--- src/hw/rtl/thrust_setpoint_ramp_assert.svh ---
// Assertion macros shared by the thrust setpoint ramp RTL.
// Self-contained: no other file or package is needed.
`ifndef THRUST_SETPOINT_RAMP_ASSERT_SVH
`define THRUST_SETPOINT_RAMP_ASSERT_SVH

// Same-cycle implication, disabled while reset is asserted.
`define TSR_ASSERT_IMP(label, clk, rst_n, ante, cons) \
  label: assert property (@(posedge clk) disable iff (!rst_n) (ante) |-> (cons)) \
    else $error("thrust ramp: same-cycle check failed");

// Next-cycle implication, disabled while reset is asserted.
`define TSR_ASSERT_NXT(label, clk, rst_n, ante, cons) \
  label: assert property (@(posedge clk) disable iff (!rst_n) (ante) |=> (cons)) \
    else $error("thrust ramp: next-cycle check failed");

// Condition that must hold in the cycle after a reset edge.
`define TSR_ASSERT_RST(label, clk, rst_n, cons) \
  label: assert property (@(posedge clk) (!rst_n) |=> (cons)) \
    else $error("thrust ramp: post-reset check failed");

`endif

--- src/hw/rtl/tsr_pkg.sv ---
// Package for the thrust setpoint ramp: widths, codes, payload structs and
// clamp helpers. Used by every module of the block; depends on nothing.
package tsr_pkg;

  // Field widths.
  localparam int THR_W      = 24;
  localparam int ACC_W      = 24;
  localparam int RATE_W     = 16;
  localparam int DT_W       = 16;
  localparam int CMD_W      = 3;
  localparam int CFG_IDX_W  = 3;
  localparam int CFG_DATA_W = 24;

  // Ramp arithmetic: Q8.8 rate times accumulated time.
  localparam int RATE_FRAC   = 8;
  localparam int RAMP_PROD_W = RATE_W + ACC_W;
  localparam int DELTA_W     = RAMP_PROD_W - RATE_FRAC;
  localparam int WIDE_W      = DELTA_W + 2;

  // Fraction path: Q1.15 times a 25-bit signed span.
  localparam int FRAC_W     = 16;
  localparam int FRAC_SHIFT = FRAC_W - 1;
  localparam int FRAC_RND   = (2 ** FRAC_SHIFT) - 1;
  localparam int MULA_W     = FRAC_W + 1;
  localparam int MULB_W     = THR_W + 1;
  localparam int FPROD_W    = MULA_W + MULB_W;
  localparam int FRAC_T_W   = FPROD_W - FRAC_SHIFT;
  localparam logic signed [THR_W-1:0] FRAC_LO = THR_W'(-(2 ** FRAC_SHIFT));
  localparam logic signed [THR_W-1:0] FRAC_HI = THR_W'((2 ** FRAC_SHIFT) - 1);

  // Target step: range / STEP_DIVISOR by reciprocal multiplication.
  localparam int STEP_DIVISOR = 20;
  localparam int STEP_W       = THR_W + 1;
  localparam int STEP_SHIFT   = THR_W + $clog2(STEP_DIVISOR);
  localparam longint unsigned STEP_RECIP =
    ((64'd1 << STEP_SHIFT) + 64'(STEP_DIVISOR) - 64'd1) / 64'(STEP_DIVISOR);
  localparam int RECIP_W      = THR_W + 1;
  localparam int SPROD_W      = THR_W + RECIP_W;

  // Command codes.
  typedef enum logic [CMD_W-1:0] {
    CMD_TICK       = 3'd0,
    CMD_SET_THRUST = 3'd1,
    CMD_SET_TARGET = 3'd2,
    CMD_SET_FRAC   = 3'd3,
    CMD_INC        = 3'd4,
    CMD_DEC        = 3'd5
  } cmd_t;

  // Configuration register indexes.
  typedef enum logic [CFG_IDX_W-1:0] {
    CFG_ENGINE   = 3'd0,
    CFG_MIN      = 3'd1,
    CFG_MAX      = 3'd2,
    CFG_ACCEL    = 3'd3,
    CFG_INTERVAL = 3'd4
  } cfg_idx_t;

  typedef logic signed [WIDE_W-1:0] wide_t;

  typedef struct packed {
    logic [CMD_W-1:0]        cmd;
    logic signed [THR_W-1:0] value;
    logic [DT_W-1:0]         time_delta;
  } in_item_t;

  typedef struct packed {
    logic signed [THR_W-1:0] thrust;
    logic signed [THR_W-1:0] target_thrust;
    logic                    changed;
  } out_item_t;

  // Configuration registers plus the derived target step.
  typedef struct packed {
    logic                     engine_present;
    logic signed [THR_W-1:0]  min_thrust;
    logic signed [THR_W-1:0]  max_thrust;
    logic [RATE_W-1:0]        accel_rate;
    logic [ACC_W-1:0]         update_interval;
    logic signed [STEP_W-1:0] step;
  } cfg_t;

  // Stage-one transaction: input fields plus the precomputed fraction target.
  typedef struct packed {
    logic [CMD_W-1:0]           cmd;
    logic signed [THR_W-1:0]    value;
    logic [DT_W-1:0]            time_delta;
    logic signed [FRAC_T_W-1:0] frac;
  } s1_item_t;

  // Thrust write: raise to min first, then cap at max (max wins on overlap).
  function automatic logic signed [THR_W-1:0] thrust_clamp(
    input logic en, input wide_t v,
    input logic signed [THR_W-1:0] mn, input logic signed [THR_W-1:0] mx);
    wide_t r;
    r = v;
    if (r < wide_t'(mn)) r = wide_t'(mn);
    if (r > wide_t'(mx)) r = wide_t'(mx);
    if (!en) r = '0;
    return r[THR_W-1:0];
  endfunction

  // Target write: cap at max first, then raise to min (min wins on overlap).
  function automatic logic signed [THR_W-1:0] goal_clamp(
    input logic en, input wide_t v,
    input logic signed [THR_W-1:0] mn, input logic signed [THR_W-1:0] mx);
    wide_t r;
    r = v;
    if (r > wide_t'(mx)) r = wide_t'(mx);
    if (r < wide_t'(mn)) r = wide_t'(mn);
    if (!en) r = '0;
    return r[THR_W-1:0];
  endfunction

endpackage

--- src/hw/rtl/tsr_cfg.sv ---
// Configuration register file of the thrust ramp and the derived target step.
// Depends on tsr_pkg.
module tsr_cfg (
  input  logic                        clk,
  input  logic                        rst_n,
  input  logic                        cfg_wr_en,
  input  logic [tsr_pkg::CFG_IDX_W-1:0]  cfg_index,
  input  logic [tsr_pkg::CFG_DATA_W-1:0] cfg_wdata,
  output tsr_pkg::cfg_t               cfg
);
  import tsr_pkg::*;

  cfg_t                     cfg_r;
  logic signed [THR_W:0]    span;
  logic                     span_neg;
  logic [THR_W-1:0]         span_mag;
  logic [SPROD_W-1:0]       step_prod;
  logic [SPROD_W-1:0]       step_quot;
  logic signed [STEP_W-1:0] step_nxt;

  // Step size: truncated (max - min) / STEP_DIVISOR, via magnitude and sign.
  always_comb begin
    span      = (THR_W+1)'(cfg_r.max_thrust) - (THR_W+1)'(cfg_r.min_thrust);
    span_neg  = span[THR_W];
    span_mag  = span_neg ? THR_W'(-span) : THR_W'(span);
    step_prod = SPROD_W'(span_mag) * SPROD_W'(RECIP_W'(STEP_RECIP));
    step_quot = step_prod >> STEP_SHIFT;
    step_nxt  = span_neg ? -STEP_W'({1'b0, step_quot[THR_W-1:0]})
                         : STEP_W'({1'b0, step_quot[THR_W-1:0]});
  end

  // Register writes; the step is registered from the stored range, so it follows in the cycle after a range change.
  always_ff @(posedge clk) begin
    if (!rst_n) begin
      cfg_r <= '0;
    end else begin
      if (cfg_wr_en) begin
        case (cfg_idx_t'(cfg_index))
          CFG_ENGINE:   cfg_r.engine_present  <= cfg_wdata[0];
          CFG_MIN:      cfg_r.min_thrust      <= cfg_wdata[THR_W-1:0];
          CFG_MAX:      cfg_r.max_thrust      <= cfg_wdata[THR_W-1:0];
          CFG_ACCEL:    cfg_r.accel_rate      <= cfg_wdata[RATE_W-1:0];
          CFG_INTERVAL: cfg_r.update_interval <= cfg_wdata[ACC_W-1:0];
          default: ;
        endcase
      end
      cfg_r.step <= step_nxt;
    end
  end

  assign cfg = cfg_r;

endmodule

--- src/hw/rtl/tsr_prep.sv ---
// Input stage of the thrust ramp: takes a transaction, computes the fraction
// target (one signed multiply) and holds it for the core. Depends on tsr_pkg.
module tsr_prep (
  input  logic                clk,
  input  logic                rst_n,
  input  tsr_pkg::cfg_t       cfg,
  input  logic                in_valid,
  output logic                in_stall,
  input  tsr_pkg::in_item_t   in_data,
  input  logic                advance,
  output logic                s1_valid,
  output tsr_pkg::s1_item_t   s1_item
);
  import tsr_pkg::*;

  logic                       s1_valid_r;
  s1_item_t                   s1_item_r;
  logic                       in_take;
  logic signed [THR_W-1:0]    v_sat;
  logic signed [FRAC_W-1:0]   p_sat;
  logic                       bipolar;
  logic                       p_neg;
  logic signed [MULA_W-1:0]   mul_a;
  logic signed [MULB_W-1:0]   mul_b;
  logic signed [THR_W-1:0]    offset;
  logic signed [FPROD_W-1:0]  prod;
  logic signed [FPROD_W-1:0]  prod_adj;
  logic signed [FRAC_T_W-1:0] quot;
  logic signed [FRAC_T_W-1:0] frac_nxt;

  // The stage frees up whenever its transaction moves on to the core.
  assign in_stall = s1_valid_r && !advance;
  assign in_take  = in_valid && !in_stall;

  // Fraction target: bipolar around zero or linear across [min, max],
  // divided by 32768 with truncation toward zero.
  always_comb begin
    v_sat = in_data.value;
    if (v_sat < FRAC_LO) v_sat = FRAC_LO;
    if (v_sat > FRAC_HI) v_sat = FRAC_HI;
    p_sat   = v_sat[FRAC_W-1:0];
    p_neg   = p_sat[FRAC_W-1];
    bipolar = (cfg.min_thrust < 0) && (cfg.max_thrust > 0);
    if (bipolar) begin
      mul_a  = p_neg ? -MULA_W'(p_sat) : MULA_W'(p_sat);
      mul_b  = p_neg ? MULB_W'(cfg.min_thrust) : MULB_W'(cfg.max_thrust);
      offset = '0;
    end else begin
      mul_a  = MULA_W'(p_sat);
      mul_b  = MULB_W'(cfg.max_thrust) - MULB_W'(cfg.min_thrust);
      offset = cfg.min_thrust;
    end
    prod     = FPROD_W'(mul_a) * FPROD_W'(mul_b);
    prod_adj = prod[FPROD_W-1] ? prod + FPROD_W'(FRAC_RND) : prod;
    quot     = prod_adj[FRAC_SHIFT +: FRAC_T_W];
    frac_nxt = quot + FRAC_T_W'(offset);
  end

  // Stage-one valid bit.
  always_ff @(posedge clk) begin
    if (!rst_n) begin
      s1_valid_r <= 1'b0;
    end else if (in_take) begin
      s1_valid_r <= 1'b1;
    end else if (advance) begin
      s1_valid_r <= 1'b0;
    end
  end

  // Stage-one payload.
  always_ff @(posedge clk) begin
    if (in_take) begin
      s1_item_r.cmd        <= in_data.cmd;
      s1_item_r.value      <= in_data.value;
      s1_item_r.time_delta <= in_data.time_delta;
      s1_item_r.frac       <= frac_nxt;
    end
  end

  assign s1_valid = s1_valid_r;
  assign s1_item  = s1_item_r;

endmodule

--- src/hw/rtl/tsr_core.sv ---
// State and result stage of the thrust ramp: thrust, target and interval
// accumulator, updated once per transaction. Depends on tsr_pkg.
module tsr_core (
  input  logic                clk,
  input  logic                rst_n,
  input  tsr_pkg::cfg_t       cfg,
  input  logic                s1_valid,
  input  tsr_pkg::s1_item_t   s1_item,
  output logic                advance,
  output logic                out_valid,
  input  logic                out_stall,
  output tsr_pkg::out_item_t  out_data
);
  import tsr_pkg::*;

  logic signed [THR_W-1:0] now_r, now_nxt;
  logic signed [THR_W-1:0] goal_r, goal_nxt;
  logic [ACC_W-1:0]        accum_r, accum_nxt;
  logic                    changed_r, changed_nxt;
  logic                    out_valid_r;

  logic [ACC_W:0]          acc_sum;
  logic [ACC_W-1:0]        acc_sat;
  logic                    ramp_go;
  logic [RAMP_PROD_W-1:0]  ramp_prod;
  logic [DELTA_W-1:0]      ramp_delta;
  wide_t                   now_w, goal_w, delta_w, ramp_next;

  // A transaction moves into the result register when that register is
  // empty or being read this cycle.
  assign advance = s1_valid && (!out_valid_r || !out_stall);

  // Ramp step: saturating accumulate, rate times time, stop at the target.
  always_comb begin
    acc_sum    = {1'b0, accum_r} + (ACC_W+1)'(s1_item.time_delta);
    acc_sat    = acc_sum[ACC_W] ? {ACC_W{1'b1}} : acc_sum[ACC_W-1:0];
    ramp_go    = (acc_sat >= cfg.update_interval) && cfg.engine_present;
    ramp_prod  = RAMP_PROD_W'(cfg.accel_rate) * RAMP_PROD_W'(acc_sat);
    ramp_delta = ramp_prod[RATE_FRAC +: DELTA_W];
    now_w      = wide_t'(now_r);
    goal_w     = wide_t'(goal_r);
    delta_w    = wide_t'(ramp_delta);
    if (now_r < goal_r) begin
      ramp_next = (delta_w >= goal_w - now_w) ? goal_w : now_w + delta_w;
    end else begin
      ramp_next = (delta_w >= now_w - goal_w) ? goal_w : now_w - delta_w;
    end
  end

  // Command decode.
  always_comb begin
    now_nxt     = now_r;
    goal_nxt    = goal_r;
    accum_nxt   = accum_r;
    changed_nxt = 1'b0;
    case (cmd_t'(s1_item.cmd))
      CMD_TICK: begin
        if (now_r != goal_r) begin
          accum_nxt = acc_sat;
          if (ramp_go) begin
            now_nxt     = thrust_clamp(cfg.engine_present, ramp_next,
                                       cfg.min_thrust, cfg.max_thrust);
            accum_nxt   = '0;
            changed_nxt = 1'b1;
          end
        end
      end
      CMD_SET_THRUST: begin
        now_nxt     = thrust_clamp(cfg.engine_present, wide_t'(s1_item.value),
                                   cfg.min_thrust, cfg.max_thrust);
        changed_nxt = 1'b1;
      end
      CMD_SET_TARGET: begin
        goal_nxt    = goal_clamp(cfg.engine_present, wide_t'(s1_item.value),
                                 cfg.min_thrust, cfg.max_thrust);
        changed_nxt = 1'b1;
      end
      CMD_SET_FRAC: begin
        goal_nxt    = goal_clamp(cfg.engine_present, wide_t'(s1_item.frac),
                                 cfg.min_thrust, cfg.max_thrust);
        changed_nxt = 1'b1;
      end
      CMD_INC: begin
        if (cfg.engine_present) begin
          goal_nxt    = goal_clamp(1'b1, goal_w + wide_t'(cfg.step),
                                   cfg.min_thrust, cfg.max_thrust);
          changed_nxt = 1'b1;
        end
      end
      CMD_DEC: begin
        if (cfg.engine_present) begin
          goal_nxt    = goal_clamp(1'b1, goal_w - wide_t'(cfg.step),
                                   cfg.min_thrust, cfg.max_thrust);
          changed_nxt = 1'b1;
        end
      end
      default: ;
    endcase
  end

  // State doubles as the result register: it always shows the latest item.
  always_ff @(posedge clk) begin
    if (!rst_n) begin
      now_r       <= '0;
      goal_r      <= '0;
      accum_r     <= '0;
      changed_r   <= 1'b0;
      out_valid_r <= 1'b0;
    end else begin
      if (advance) begin
        now_r     <= now_nxt;
        goal_r    <= goal_nxt;
        accum_r   <= accum_nxt;
        changed_r <= changed_nxt;
      end
      out_valid_r <= advance || (out_valid_r && out_stall);
    end
  end

  assign out_valid              = out_valid_r;
  assign out_data.thrust        = now_r;
  assign out_data.target_thrust = goal_r;
  assign out_data.changed       = changed_r;

endmodule

--- src/hw/rtl/thrust_setpoint_ramp.sv ---
// Top level of the slew-rate-limited thrust setpoint.
// Depends on tsr_pkg, tsr_cfg, tsr_prep, tsr_core and the assertion header.
//
// Usage:
//   Input channel (in_valid / in_stall / in_data) carries one command per
//   transaction: tick, set thrust, set target, set target fraction, step the
//   target up or down. Each input transaction yields exactly one result
//   transaction on out_valid / out_stall / out_data with the thrust and the
//   target after that command and a changed flag.
//   Configuration is written through cfg_wr_en / cfg_index / cfg_wdata while
//   no transaction is in flight; writes take effect at the next clock edge.
//   Stages: a command passes two register stages, the input stage and then
//   the state/result register, which it enters once that register is free.
//   Throughput: one transaction per cycle while out_stall is low. The state
//   update (saturating add, 16x24 multiply, clamp) is combinational.
//   Stall: when out_stall holds a result, the input stage still takes one
//   more transaction; after that in_stall rises until the result is read.
//   Reset (rst_n low, synchronous) clears thrust, target, accumulator, all
//   configuration registers and both valid bits.
`include "thrust_setpoint_ramp_assert.svh"

module thrust_setpoint_ramp (
  input  logic                           clk,
  input  logic                           rst_n,
  input  logic                           cfg_wr_en,
  input  logic [tsr_pkg::CFG_IDX_W-1:0]  cfg_index,
  input  logic [tsr_pkg::CFG_DATA_W-1:0] cfg_wdata,
  input  logic                           in_valid,
  output logic                           in_stall,
  input  tsr_pkg::in_item_t              in_data,
  output logic                           out_valid,
  input  logic                           out_stall,
  output tsr_pkg::out_item_t             out_data
);
  import tsr_pkg::*;

  cfg_t     cfg;
  logic     s1_valid;
  s1_item_t s1_item;
  logic     advance;

  // Configuration registers and derived step.
  tsr_cfg u_cfg (
    .clk       (clk),
    .rst_n     (rst_n),
    .cfg_wr_en (cfg_wr_en),
    .cfg_index (cfg_index),
    .cfg_wdata (cfg_wdata),
    .cfg       (cfg)
  );

  // Input stage with the fraction multiply.
  tsr_prep u_prep (
    .clk      (clk),
    .rst_n    (rst_n),
    .cfg      (cfg),
    .in_valid (in_valid),
    .in_stall (in_stall),
    .in_data  (in_data),
    .advance  (advance),
    .s1_valid (s1_valid),
    .s1_item  (s1_item)
  );

  // State update and result register.
  tsr_core u_core (
    .clk       (clk),
    .rst_n     (rst_n),
    .cfg       (cfg),
    .s1_valid  (s1_valid),
    .s1_item   (s1_item),
    .advance   (advance),
    .out_valid (out_valid),
    .out_stall (out_stall),
    .out_data  (out_data)
  );

  // The input side only holds off when the input stage is occupied.
  `TSR_ASSERT_IMP(a_stall_needs_full_stage, clk, rst_n, in_stall, s1_valid)
  // A staged transaction always lands in the result register when unblocked.
  `TSR_ASSERT_NXT(a_stage_drains, clk, rst_n, s1_valid && !out_stall, out_valid)
  // Reset empties both stages.
  `TSR_ASSERT_RST(a_reset_empty, clk, rst_n, !out_valid && !s1_valid)

endmodule
--- config.mk ---
export PLATFORM = sky130hd
export DESIGN_NAME = thrust_setpoint_ramp
export DESIGN_NICKNAME = d
export VERILOG_FILES = /design/src/hw/rtl/tsr_pkg.sv /design/src/hw/rtl/tsr_cfg.sv /design/src/hw/rtl/tsr_prep.sv /design/src/hw/rtl/tsr_core.sv /design/src/hw/rtl/thrust_setpoint_ramp.sv
export VERILOG_INCLUDE_DIRS = /design/src /design/src/hw/rtl
export SDC_FILE = /design/constraint.sdc
export NUM_CORES = 2
export LEC_CHECK = 0
export BUFFER_PORTS_ARGS = -buffer_cell sky130_fd_sc_hd__buf_2
export CORE_MARGIN = 3
export CORE_UTILIZATION = 50
export CTS_BUF_LIST = sky130_fd_sc_hd__clkbuf_16
export DETAILED_ROUTE_END_ITERATION = 7
export GPL_TIMING_DRIVEN = 0
export PLACE_DENSITY = 0.68
export SLEW_MARGIN = 20
export SYNTH_ARGS = -nofsm -noshare
export SYNTH_HDL_FRONTEND = slang
export SYNTH_HIERARCHICAL = 1
export SYNTH_SLANG_ARGS = --single-unit
--- constraint.sdc ---
create_clock -name clk -period 19.65 [get_ports clk]
set_input_delay 3.93 -clock clk [delete_from_list [all_inputs] [get_ports clk]]
set_output_delay 3.93 -clock clk [all_outputs]
set_load 0.02 [all_outputs]
==> summary.md <==
| Metric | Value |
|---|---|
| Via count | `71469` |
| Final Hold Fails | `0` |
| CTS tree | `built` |
| Number of detailed-route iterations in the first pass | `8` |
| Mean Syn Cell Area | `8.16 µm²` |
| RSZ-0062 raised after global routing | `yes` |
| Failing checks | `DRC` |
| Fillers | `14124` |
| Final min period | `19.24 ns` |
| Clk sink count | `259` |
| Max Root-Sink Buffers | `3` |
| Yosys top cell area share | `0.249` |
| Largest cells by area after synthesis | `fa_1 25%, ha_1 18%, inv_1 7.3%` |
| Gr ovfl total | `0` |
| Post-synth EDFFs | `70` |
| CP required | `20.26 ns` |
| Fmax | `0.0520 GHz` |
| Synth Flop Type | `dfxtp_1` |
| Routed metal-1 wire length | `120 mm` |
| Area Growth Syn to Fin | `8.84%` |
| Routability cong. | `1.04` |
| Rows | `142` |
| NumNets Final | `11775` |
| Register bit total from synthesis | `259` |
| Metal2 WL | `130 mm` |
| IO Port Bufs | `125` |
| Drt total wl | `299 mm` |
| Max Clock Skew | `0.0292 ns` |
| Final HPWL DP | `241 mm` |
| Master of the slowest instance on the critical path | `fa_1` |
| Mapped Cells | `9369` |
| Synth cell count leaders | `1494 x inv_1, 1129 x ha_1, 996 x nand2_1` |
| Max-slew violations | `0` |
| Peak per-stage delay on the critical path | `0.56 ns` |
| First-pass GRT wire length | `439 mm` |
| Htree depth | `1` |
| Outcome | `finished with violations` |
| Synth warn | `6` |
| Synthesized cell area | `0.0764 mm²` |
| Asr flop ratio synth | `0` |
| Slew headroom | `0.134` |
| Ratio of cells with drive above 1 in the final layout | `0.0794` |
| CP Max Fanout | `8` |
| Final setup TNS | `0 ns` |
| Post-DR wirelength/cell | `25.6 µm` |
| DR iter-0 viols | `7380` |
| CP Launch Type | `flop` |
| I/O Pins | `126` |
| Utilization after layout | `0.551` |
| Drt via density | `6.12` |
| Post-route ant nets | `0` |
| Clock Pin Slew Worst Setup and Hold Paths | `0.07 ns` |
| CTS Buf Count | `29` |
| DRC Markers | `3` |
| Post-Synthesis Net Count | `11525` |
| Uppermost layer routed | `met5` |
| CTS root buffer | `clkbuf_16` |
| Largest net degree at the start of global routing | `31` |
| Worst slew pin tran | `1.26 ns` |
| Final period utilization | `0.979` |
| Most numerous cell in the Yosys netlist | `inv_1` |
| Multi-input gate area | `0.0650 mm²` |
| Crit-path most repeated cell | `a21oi_2` |
| Die Width | `397 µm` |
| CP Capture Type | `flop` |
| Clock latency on the worst-skew pair | `0.66 ns` |
| Post-synthesis sequential area ratio | `0.0770` |
| Metal3 WL | `28.4 mm` |
| Final setup vio count | `0` |
| Synth cell types | `130` |
| Initial Util | `0.507` |
| Die height | `397 µm` |
| WHS | `0.456 ns` |
| Max_cap viols | `0` |
| Hold Path Class | `flop to flop` |
| Placed Cells | `11515` |
| Non-filler cells in the finished layout | `11675` |
| Tot GR Track Use | `0.369` |
| Die ar. | `0.158 mm²` |
| Number of global-route vias before repair | `70235` |
| Antenna violations before repair | `18` |
| Crit path arrival time | `19.84 ns` |
| Storage element area | `0.00589 mm²` |
| Area leader, netlist | `fa_1` |
| Core footprint | `0.151 mm²` |
| CTS Hold Bufs | `0` |
| Crit path kind | `flop to flop` |
registers in the layout (all words and copies together), names as in the netlist:
name and flops:
u_core/now_r 24, u_prep/s1_valid 1, u_prep/s1_item 70, u_core/accum_r 24
u_cfg/cfg 114, u_core/changed_r 1, u_core/goal_r 24, u_core/out_valid 1
path summary, 6_finish.rpt:
kind / from / end / slack, ns / cells after the start
worst min register to register: u_cfg/cfg[32]$_SDFFE_PN0P_ / u_cfg/cfg[32]$_SDFFE_PN0P_ / 0.46 / 2
worst min-delay path: u_cfg/cfg[32]$_SDFFE_PN0P_ / u_cfg/cfg[32]$_SDFFE_PN0P_ / 0.46 / 2
worst max register to register: u_prep/s1_item[28]$_DFFE_PP_ / u_core/now_r[22]$_SDFFE_PN0P_ / 0.41 / 93
worst max-delay path: u_prep/s1_item[28]$_DFFE_PP_ / u_core/now_r[22]$_SDFFE_PN0P_ / 0.41 / 93
area by class of cell:
type	instances	share of cell area
Antenna cell	19	0.000572
Buffer	335	0.0202
Clock buffer	30	0.00903
Clock inverter	22	0.00223
Inverter	1496	0.0675
Multi-Input combinational cell	7278	0.781
Sequential cell	259	0.0708
Tap cell	2016	0.0303
Timing Repair Buffer	220	0.0179
critical path, delay by kind of cell, from the launching register on:
kind / cells / cell delay, ns
flip-flops: 1 / 0.43
AO/OA/AOI/OAI: 48 / 8.78
adder cells (fa/ha/maj): 11 / 4.53
multiplexers: 3 / 0.90
AND/OR/NAND/NOR: 18 / 2.54
buffers and inverters: 12 / 1.76
XOR/XNOR: 1 / 0.21
repair_timing:
action	in CTS	in global routing
setup buffers	28	61
gates resized for setup	195	191
gates cloned	1	2
setup endpoints to repair	24	26
pin swaps	34	138
kinds of logic (layout without fill, tap and decap cells):
group	after synthesis	in the layout	share of synthesized area
AOI/OAI and AO/OA	1950	1950	0.165
buffers and inverters	1833	2103	0.0913
DFF	259	259	0.0770
and+or+nand+nor	2765	2766	0.172
xor gates and xnor gates	319	319	0.0378
muxes	162	162	0.0229
adders and majority gates	2081	2081	0.434
other	0	19	0
layout by cell type (no fill, tap or decap), types with 56 or more instances in the layout:
| cell type | count |
|---|---|
| inv_1 | 1489 |
| ha_1 | 1113 |
| nand2_1 | 971 |
| fa_1 | 948 |
| a21oi_1 | 651 |
| nor2_1 | 650 |
| o21ai_0 | 289 |
| clkbuf_1 | 252 |
| and2_1 | 243 |
| a21o_1 | 200 |
| xnor2_1 | 199 |
| dfxtp_1 | 187 |
| nand3_1 | 159 |
| buf_2 | 142 |
| nor3_1 | 137 |
| nand4_1 | 106 |
| nor2b_1 | 102 |
| mux2_2 | 96 |
| nand2b_1 | 94 |
| xor2_1 | 93 |
| buf_4 | 89 |
| o21a_1 | 76 |
| o21bai_1 | 70 |
| edfxtp_1 | 70 |
| a211oi_1 | 63 |
| mux2i_1 | 59 |
| o211ai_1 | 56 |
metrics by stage:
stage               setup slack (ns)  area, µm²
floorplan                       1.13      76400
global placement               -4.36      79600
detailed placement             -4.71      79800
CTS                        -0.000608      81700
global route                 -0.0925      83100
finish                         0.412      83200
layer usage:
layer  global-route usage  vias to the layer above
li1                     -                    31869
met1                0.481                    34835
met2                0.571                     3888
met3               0.0683                      873
met4                0.221                        4
met5                    0                        -
Power is not shown: default switching activity piles up to over one toggle a cycle in this logic, so the estimate is an artifact.
